$ cat src/rtl/core/slc_pkg.sv
// shared constants and types of the set-associative write-back cache
`timescale 1ns / 1ps
`default_nettype none

package slc_pkg;

	localparam int NUM_SETS        = 2;
	localparam int NUM_WAYS        = 4;
	localparam int WORDS_PER_BLOCK = 2;

	localparam int ADDR_W = 32;
	localparam int WORD_W = $clog2(WORDS_PER_BLOCK);
	localparam int SET_W  = $clog2(NUM_SETS);
	localparam int WAY_W  = $clog2(NUM_WAYS);
	localparam int OFS_W  = 2 + WORD_W;
	localparam int TAG_W  = ADDR_W - OFS_W - SET_W;

	typedef logic [31:0]       data_t;
	typedef logic [TAG_W-1:0]  tag_t;
	typedef logic [SET_W-1:0]  set_t;
	typedef logic [WAY_W-1:0]  way_t;
	typedef logic [WORD_W-1:0] wsel_t;

	typedef enum logic {
		CMD_LOAD  = 1'b0,
		CMD_STORE = 1'b1
	} cmd_t;

	// one memory row holds every way of a set
	typedef struct packed {
		tag_t  [NUM_WAYS-1:0]                        tag;
		data_t [NUM_WAYS-1:0][WORDS_PER_BLOCK-1:0]  data;
	} row_t;

endpackage

`default_nettype wire

$ cat src/rtl/core/slc_req_if.sv
// request channel: one word access with the fill words of its block
`timescale 1ns / 1ps
`default_nettype none

interface slc_req_if;
	logic  valid;
	logic  ready;
	logic  command;
	logic  [31:0] address;
	logic  [31:0] store_data;
	logic  [31:0] fill_word_0;
	logic  [31:0] fill_word_1;

	modport source (output valid, command, address, store_data, fill_word_0, fill_word_1,
		input ready);
	modport sink (input valid, command, address, store_data, fill_word_0, fill_word_1,
		output ready);
endinterface

`default_nettype wire

$ cat src/rtl/core/slc_rsp_if.sv
// response channel: access result and dirty victim write-back
`timescale 1ns / 1ps
`default_nettype none

interface slc_rsp_if;
	logic  valid;
	logic  ready;
	logic  hit;
	logic  [31:0] access_word;
	logic  writeback_valid;
	logic  [31:0] writeback_address;
	logic  [31:0] writeback_word_0;
	logic  [31:0] writeback_word_1;

	modport source (output valid, hit, access_word, writeback_valid, writeback_address,
		writeback_word_0, writeback_word_1, input ready);
	modport sink (input valid, hit, access_word, writeback_valid, writeback_address,
		writeback_word_0, writeback_word_1, output ready);
endinterface

`default_nettype wire

$ cat src/rtl/core/set_assoc_lru_writeback_cache.sv
// four-way set-associative write-back cache with lru replacement
// result: registered after the look-up, later while the last result waits
// one access at a time: the tag/data memory row is read at the transfer,
//   then modified and written back; only after that is the next access taken
// reset: valid and dirty bits cleared, recency order per set reset to ways 0..3;
//   tag and data memory are not cleared, so no clearing pass is needed
`timescale 1ns / 1ps
`default_nettype none

module set_assoc_lru_writeback_cache (
	input  wire          clk,
	input  wire          arst_n,
	slc_req_if.sink      req,
	slc_rsp_if.source    rsp
);

	typedef enum logic [1:0] {
		ST_IDLE = 2'b01,
		ST_LOOK = 2'b10
	} state_t;

	state_t state_q;

	// tag and data memory, one row per set
	slc_pkg::row_t mem [slc_pkg::NUM_SETS];
	slc_pkg::row_t rd_row_q;

	logic [slc_pkg::NUM_SETS-1:0][slc_pkg::NUM_WAYS-1:0] valid_q;
	logic [slc_pkg::NUM_SETS-1:0][slc_pkg::NUM_WAYS-1:0] dirty_q;
	slc_pkg::way_t [slc_pkg::NUM_SETS-1:0][slc_pkg::NUM_WAYS-1:0] lru_q;

	// request held for the look-up cycle
	logic          cmd_s1;
	slc_pkg::tag_t tag_s1;
	slc_pkg::set_t set_s1;
	slc_pkg::wsel_t word_s1;
	slc_pkg::data_t sdata_s1;
	slc_pkg::data_t [1:0] fill_s1;

	// output register
	logic           out_valid_q;
	logic           hit_q;
	slc_pkg::data_t rdata_q;
	logic           wb_q;
	slc_pkg::data_t wb_addr_q;
	slc_pkg::data_t wb0_q;
	slc_pkg::data_t wb1_q;

	logic req_xfer;
	logic rsp_xfer;
	logic finish;
	slc_pkg::set_t req_set;

	logic           hit;
	slc_pkg::way_t  hit_way;
	logic           free_found;
	slc_pkg::way_t  free_way;
	slc_pkg::way_t  vict_way;
	slc_pkg::way_t  way_sel;
	logic           wb;
	slc_pkg::data_t wb_addr;
	slc_pkg::data_t wb0;
	slc_pkg::data_t wb1;
	slc_pkg::row_t  new_row;
	slc_pkg::data_t rdata;
	logic           new_dirty;
	slc_pkg::way_t [slc_pkg::NUM_WAYS-1:0] new_order;

	assign req.ready = (state_q == ST_IDLE);
	assign req_xfer  = req.valid && req.ready;
	assign rsp_xfer  = rsp.valid && rsp.ready;
	assign req_set   = req.address[slc_pkg::OFS_W +: slc_pkg::SET_W];
	// the look-up cycle waits while the previous result is still held
	assign finish    = (state_q == ST_LOOK) && (!out_valid_q || rsp.ready);

	always_comb begin
		slc_pkg::way_t [slc_pkg::NUM_WAYS-1:0] order;
		logic moved;
		hit        = 1'b0;
		hit_way    = '0;
		free_found = 1'b0;
		free_way   = '0;
		for (int w = 0; w < slc_pkg::NUM_WAYS; w++) begin
			if (!hit && valid_q[set_s1][w] && rd_row_q.tag[w] == tag_s1) begin
				hit     = 1'b1;
				hit_way = slc_pkg::way_t'(w);
			end
			if (!free_found && !valid_q[set_s1][w]) begin
				free_found = 1'b1;
				free_way   = slc_pkg::way_t'(w);
			end
		end
		vict_way = lru_q[set_s1][0];
		way_sel  = hit ? hit_way : (free_found ? free_way : vict_way);

		wb      = !hit && !free_found && dirty_q[set_s1][vict_way];
		wb_addr = '0;
		wb0     = '0;
		wb1     = '0;
		if (wb) begin
			wb_addr = {rd_row_q.tag[vict_way], set_s1, {slc_pkg::OFS_W{1'b0}}};
			wb0     = rd_row_q.data[vict_way][0];
			if (slc_pkg::WORDS_PER_BLOCK > 1) begin
				wb1 = rd_row_q.data[vict_way][slc_pkg::WORDS_PER_BLOCK-1];
			end
		end

		new_row = rd_row_q;
		if (!hit) begin
			new_row.tag[way_sel] = tag_s1;
			for (int k = 0; k < slc_pkg::WORDS_PER_BLOCK; k++) begin
				new_row.data[way_sel][k] = fill_s1[k % 2];
			end
		end
		if (cmd_s1 == slc_pkg::CMD_STORE) begin
			new_row.data[way_sel][word_s1] = sdata_s1;
			rdata = sdata_s1;
		end else begin
			rdata = new_row.data[way_sel][word_s1];
		end
		new_dirty = (cmd_s1 == slc_pkg::CMD_STORE) || (hit && dirty_q[set_s1][way_sel]);

		// shift the ways above the used one down, used way goes to the top
		order = lru_q[set_s1];
		moved = 1'b0;
		for (int i = 0; i < slc_pkg::NUM_WAYS - 1; i++) begin
			if (order[i] == way_sel) begin
				moved = 1'b1;
			end
			new_order[i] = moved ? order[i+1] : order[i];
		end
		new_order[slc_pkg::NUM_WAYS-1] = way_sel;
	end

	// reads only at request transfer, writes only in the look-up cycle: no overlap
	always_ff @(posedge clk) begin
		if (req_xfer) begin
			rd_row_q <= mem[req_set];
		end
		if (finish) begin
			mem[set_s1] <= new_row;
		end
	end

	always_ff @(posedge clk) begin
		if (req_xfer) begin
			cmd_s1     <= req.command;
			tag_s1     <= req.address[slc_pkg::ADDR_W-1 -: slc_pkg::TAG_W];
			set_s1     <= req_set;
			word_s1    <= req.address[2 +: slc_pkg::WORD_W];
			sdata_s1   <= req.store_data;
			fill_s1[0] <= req.fill_word_0;
			fill_s1[1] <= req.fill_word_1;
		end
		if (finish) begin
			hit_q     <= hit;
			rdata_q   <= rdata;
			wb_q      <= wb;
			wb_addr_q <= wb_addr;
			wb0_q     <= wb0;
			wb1_q     <= wb1;
		end
	end

	always_ff @(posedge clk or negedge arst_n) begin
		if (!arst_n) begin
			state_q     <= ST_IDLE;
			out_valid_q <= 1'b0;
			valid_q     <= '0;
			dirty_q     <= '0;
			for (int s = 0; s < slc_pkg::NUM_SETS; s++) begin
				for (int w = 0; w < slc_pkg::NUM_WAYS; w++) begin
					lru_q[s][w] <= slc_pkg::way_t'(w);
				end
			end
		end else begin
			case (state_q)
				ST_IDLE: begin
					if (req_xfer) begin
						state_q <= ST_LOOK;
					end
				end
				ST_LOOK: begin
					if (finish) begin
						state_q <= ST_IDLE;
					end
				end
				default: state_q <= ST_IDLE;
			endcase
			if (finish) begin
				out_valid_q               <= 1'b1;
				valid_q[set_s1][way_sel]  <= 1'b1;
				dirty_q[set_s1][way_sel]  <= new_dirty;
				lru_q[set_s1]             <= new_order;
			end else if (rsp_xfer) begin
				out_valid_q <= 1'b0;
			end
		end
	end

	assign rsp.valid             = out_valid_q;
	assign rsp.hit               = hit_q;
	assign rsp.access_word       = rdata_q;
	assign rsp.writeback_valid   = wb_q;
	assign rsp.writeback_address = wb_addr_q;
	assign rsp.writeback_word_0  = wb0_q;
	assign rsp.writeback_word_1  = wb1_q;

	a_accept_to_look: assert property (@(posedge clk) disable iff (!arst_n)
		req_xfer |=> state_q == ST_LOOK)
		else $error("accepted request did not enter look-up");

	a_no_accept_in_look: assert property (@(posedge clk) disable iff (!arst_n)
		state_q == ST_LOOK |-> !req.ready)
		else $error("request accepted during look-up");

	a_wb_only_on_miss: assert property (@(posedge clk) disable iff (!arst_n)
		rsp.valid |-> !(rsp.hit && rsp.writeback_valid))
		else $error("write-back reported on a hit");

	a_valid_grows: assert property (@(posedge clk) disable iff (!arst_n)
		1'b1 |=> $countones(valid_q) >= $countones($past(valid_q)))
		else $error("valid bit lost");

	a_finish_sets_result: assert property (@(posedge clk) disable iff (!arst_n)
		finish |=> rsp.valid)
		else $error("finished access produced no result");

endmodule

`default_nettype wire

$ cat src/flat_wrapper.sv
// flat-port wrapper written by rule: the top's interface ports become plain ports
module set_assoc_lru_writeback_cache_flat 
  (clk, arst_n, req_valid, req_command, req_address, req_store_data, req_fill_word_0, req_fill_word_1, req_ready, rsp_valid, rsp_hit, rsp_access_word, rsp_writeback_valid, rsp_writeback_address, rsp_writeback_word_0, rsp_writeback_word_1, rsp_ready);
  slc_req_if req_i ();
  slc_rsp_if rsp_i ();
  input  wire clk;
  input  wire arst_n;
  input wire logic [$bits(req_i.valid)-1:0] req_valid;
  input wire logic [$bits(req_i.command)-1:0] req_command;
  input wire logic [$bits(req_i.address)-1:0] req_address;
  input wire logic [$bits(req_i.store_data)-1:0] req_store_data;
  input wire logic [$bits(req_i.fill_word_0)-1:0] req_fill_word_0;
  input wire logic [$bits(req_i.fill_word_1)-1:0] req_fill_word_1;
  output wire logic [$bits(req_i.ready)-1:0] req_ready;
  output wire logic [$bits(rsp_i.valid)-1:0] rsp_valid;
  output wire logic [$bits(rsp_i.hit)-1:0] rsp_hit;
  output wire logic [$bits(rsp_i.access_word)-1:0] rsp_access_word;
  output wire logic [$bits(rsp_i.writeback_valid)-1:0] rsp_writeback_valid;
  output wire logic [$bits(rsp_i.writeback_address)-1:0] rsp_writeback_address;
  output wire logic [$bits(rsp_i.writeback_word_0)-1:0] rsp_writeback_word_0;
  output wire logic [$bits(rsp_i.writeback_word_1)-1:0] rsp_writeback_word_1;
  input wire logic [$bits(rsp_i.ready)-1:0] rsp_ready;
  assign req_i.valid = req_valid;
  assign req_i.command = req_command;
  assign req_i.address = req_address;
  assign req_i.store_data = req_store_data;
  assign req_i.fill_word_0 = req_fill_word_0;
  assign req_i.fill_word_1 = req_fill_word_1;
  assign req_ready = req_i.ready;
  assign rsp_valid = rsp_i.valid;
  assign rsp_hit = rsp_i.hit;
  assign rsp_access_word = rsp_i.access_word;
  assign rsp_writeback_valid = rsp_i.writeback_valid;
  assign rsp_writeback_address = rsp_i.writeback_address;
  assign rsp_writeback_word_0 = rsp_i.writeback_word_0;
  assign rsp_writeback_word_1 = rsp_i.writeback_word_1;
  assign rsp_i.ready = rsp_ready;
  set_assoc_lru_writeback_cache u_core (.clk(clk), .arst_n(arst_n), .req(req_i), .rsp(rsp_i));
endmodule
$ cat config.mk
export PLATFORM = sky130hd
export DESIGN_NAME = set_assoc_lru_writeback_cache_flat
export DESIGN_NICKNAME = d
export VERILOG_FILES = /design/src/rtl/core/slc_pkg.sv /design/src/rtl/core/slc_req_if.sv /design/src/rtl/core/slc_rsp_if.sv /design/src/rtl/core/set_assoc_lru_writeback_cache.sv /design/src/flat_wrapper.sv
export SDC_FILE = /design/constraint.sdc
export NUM_CORES = 2
export LEC_CHECK = 0
export BUFFER_PORTS_ARGS = -buffer_cell sky130_fd_sc_hd__clkbuf_2
export CORE_ASPECT_RATIO = 1.25
export CORE_MARGIN = 2
export CORE_UTILIZATION = 60
export CTS_BUF_LIST = sky130_fd_sc_hd__clkbuf_4 sky130_fd_sc_hd__clkbuf_8
export CTS_CLUSTER_DIAMETER = 80
export CTS_CLUSTER_SIZE = 20
export DETAILED_ROUTE_END_ITERATION = 10
export GPL_TIMING_DRIVEN = 0
export PLACE_DENSITY = 0.86
export SLEW_MARGIN = 20
export SYNTH_ARGS = -nofsm -noshare
export SYNTH_HDL_FRONTEND = slang
export SYNTH_SLANG_ARGS = --single-unit
$ cat constraint.sdc
create_clock -name clk -period 30.3 [get_ports clk]
set_input_delay 9.09 -clock clk [delete_from_list [all_inputs] [get_ports clk]]
set_output_delay 9.09 -clock clk [all_outputs]
set_load 0.005 [all_outputs]
==> impl_results.md <==
* Type of origin of the critical path: input pin
* Failing checks: design-rule violations
* Die ar. at 103000 um2
* Seq pwr share at 51.7%
* Final Slew Violations at 0
* Clk Latency, worst-skew pair at 0.83 ns
* Proportion of layout cells with a drive suffix above 1 at 27.8%
* CP Max Fanout at 10
* Drt drc at 2
* Final Util at 65.6%
* HPWL after DPL at 120 mm
* Tcrit/Tclk final at 37.5%
* Gpl congestion at between 0.9 and 1
* Post-synthesis compound-gate area fraction at 4.65%
* CTS Buffer Depth at 3
* Synth top area share at a little under 70%
* Avg WL per Cell at 31.7 um
* Mapped Area at 60400 um2
* Endpoint type of the worst setup path: flip-flop
* Nets at 4282
* Cell Pwr Density at 71.2 nW/um2
* Slew @ Worst Pin at 1.34 ns
* IO buf count at 259
* I/O pin count at 265
* H-tree Lvls at 3
* CTS Root Cell: clkbuf_8
* Routed wire length at 174 mm
* Vias/cell at 6.81
* Final ANT Viol Nets at 0
* Unrepaired setup endpoints after global routing: false
* Worst path arrival time at 11.89 ns
* EDFF count, synth at 1358
* Hold Buf Count CTS at 0
* Post-Synth Simple-Gate Area at approximately 4.8%
* Final TNS setup at 0 ns
* CTS tree: done
* Router iterations before antenna repair at 9
* Starting Density at 60.3%
* Die width at 288 um
* Most instantiated cells after synthesis: edfxtp_1 (1358), mux2_2 (510), nor2_1 (338)
* Count leader, synth: edfxtp_1
* Total CTS buffers at 81
* Most used DFF post-synth: edfxtp_1
* CTS sink count at 1393
* Largest family of logic cells by synthesized area: multiplexers
* Clock Power Share at 18.6%
* Synth area leaders: edfxtp_1 (68%), mux2_2 (9.5%), mux2i_1 (4.8%), mux4_2 (3.5%), a21oi_1 (2.1%)
* Synth area leader: edfxtp_1
* Leak at 22.3 nW
* Initial antenna violation count at 8
* Net switching power at around 1.5 mW
* Sw Ratio at around 33%
* Maxcap violations at 0
* Vias in the first global route at between 30k and 40k
* Period minus WS final at between 10 and 15 ns
* Synth async-reset ratio at under 10%
* Ys Warns at 0
* VDD IR max at 0.0532 mV
* Status: complete, but fails checks
* Fmax at 88.0 MHz
* GRT Util Overall at 33.4%
* Cts repair resizes at 0
* Die Y-Extent at between 300 and 400 um
* Total number of vias at 37.5k
* Clock Skew at between 0.09 and 0.1 ns
* P&R area growth vs syn at 8.82%
* GRT overflow at 0
* Setup CP Type: input pin to flip-flop
* Crit path required time at 30.83 ns
* Sequential fraction of the synthesis area at 69.0%
* Maximum number of pins on one net before global-route repair at 95
* Core area at 100000 um2
* Seq cells post-synth at 1393
* Logic pwr share at 29.7%
* Slew headroom at between 9 and 10%
* Adder-Cell Fraction of Synth Area at 0%
* Initial drt markers at between 5k and 6k
* First-pass GRT wire length at 246 mm
* Core Rows at 130
* Mux share of post-synthesis cell area at 17.8%
* Fin. Hold Viols at 0
* Clock slew seen by the registers of the worst setup and hold paths at roughly 0.12 ns
* Post-CTS setup buffers at 0
* Synth Area in XOR/XNOR at around 1.7%
* Internal at 3.14 mW
* Mapped Cells at 3767
* Hold crit path type: flip-flop to flip-flop
* Avg Inst Size Synth at 16.0 um2
* Final setup fails at 0
* Library cells used by synthesis at 71
## per-stage QoR
stage          power, mW  instance area, um2  hold slack [ns]  std cells  setup slack [ns]
5_1_grt             4.78               65700            0.528       5499             18.88
3_3_place_gp        3.79               63400            0.472       5348             -3.33
6_report            4.68               65700            0.509       5499             18.94
2_1_floorplan       3.33               60400            0.457       3769              6.24
3_5_place_dp        3.79               64300            0.480       5386             18.21
4_1_cts             4.62               65700            0.506       5494             19.03
## state kept, by name, indices dropped and copies added (netlist names), 16 cells and up
register                      flops
u_core.mem                      736
u_core.fill_s1                   64
u_core.lru_q                     16
u_core.rsp.writeback_word_1      32
u_core.rsp.access_word           32
u_core.rd_row_q                 368
u_core.tag_s1                    28
u_core.rsp.writeback_address     29
u_core.sdata_s1                  32
u_core.rsp.writeback_word_0      32
## layout by cell type (no fill, tap or decap), drive strengths merged, types with 50 or more instances in the layout
master	instances
nor2	341
o22ai	73
xor2	77
nor2b	98
clkbuf	502
mux2i	290
mux4	93
nand2	50
mux2	512
a21oi	259
edfxtp	1358
buf	162
## per-layer routing
| layer | GRT usage (%) | share of wire (%) | vias to the layer above |
|---|---|---|---|
| met5 | 0 | 0.014 | - |
| met4 | 23.9 | 8.7 | 6 |
| met3 | 8.21 | 12 | 669 |
| met2 | 52.7 | 46 | 3117 |
| met1 | 40.4 | 33 | 18500 |
| li1 | - | - | 15200 |
## layout make-up
class,instances,area [um2]
well taps,1320,1650
inverters,12,60.1
repair buffers,297,2210
flip-flops and latches,1393,41700
fillers,6908,34500
plain buffers,268,1210
clock inverters,9,123
clock buffers,99,1260
multi-input cells,2096,17500
diodes,5,12.5
## final timing paths
check	start	endpoint	slack (ns)	depth (start not counted)
setup / recovery	req_address[3]	u_core.rd_row_q[130]	18.94	5
hold / removal	u_core.lru_q[14]	u_core.lru_q[14]	0.51	2
setup reg to reg	u_core.tag_s1[27]	u_core.rsp.access_word[6]	24.67	12
hold reg to reg	u_core.lru_q[14]	u_core.lru_q[14]	0.51	2
max in group asynchronous	arst_n	u_core.rsp.valid	21.28	1
min in group asynchronous	arst_n	u_core.lru_q[0]	8.41	1
## critical path, stage by stage
cell and delay, ns:
clkbuf_2 0.09, clkbuf_1 0.58, clkbuf_1 0.75, clkbuf_1 0.92, mux2_2 0.43
## cells by family after synthesis
family                    count (synthesis)
AOI/OAI and AO/OA                       472
xor gates and xnor gates                117
buffers and inverters                   280
DFF                                    1393
muxes                                   895
other                                     1
and+or+nand+nor                         609
## power groups by stage
stage	clock network, mW	registers, mW	logic, mW
after floorplan	0	2.47	0.853
after global placement	0	2.52	1.26
after detailed placement	0	2.46	1.33
after CTS	0.870	2.42	1.33
after global routing	0.928	2.43	1.42
final	0.870	2.42	1.39
Power figures use the tool's default switching activity.
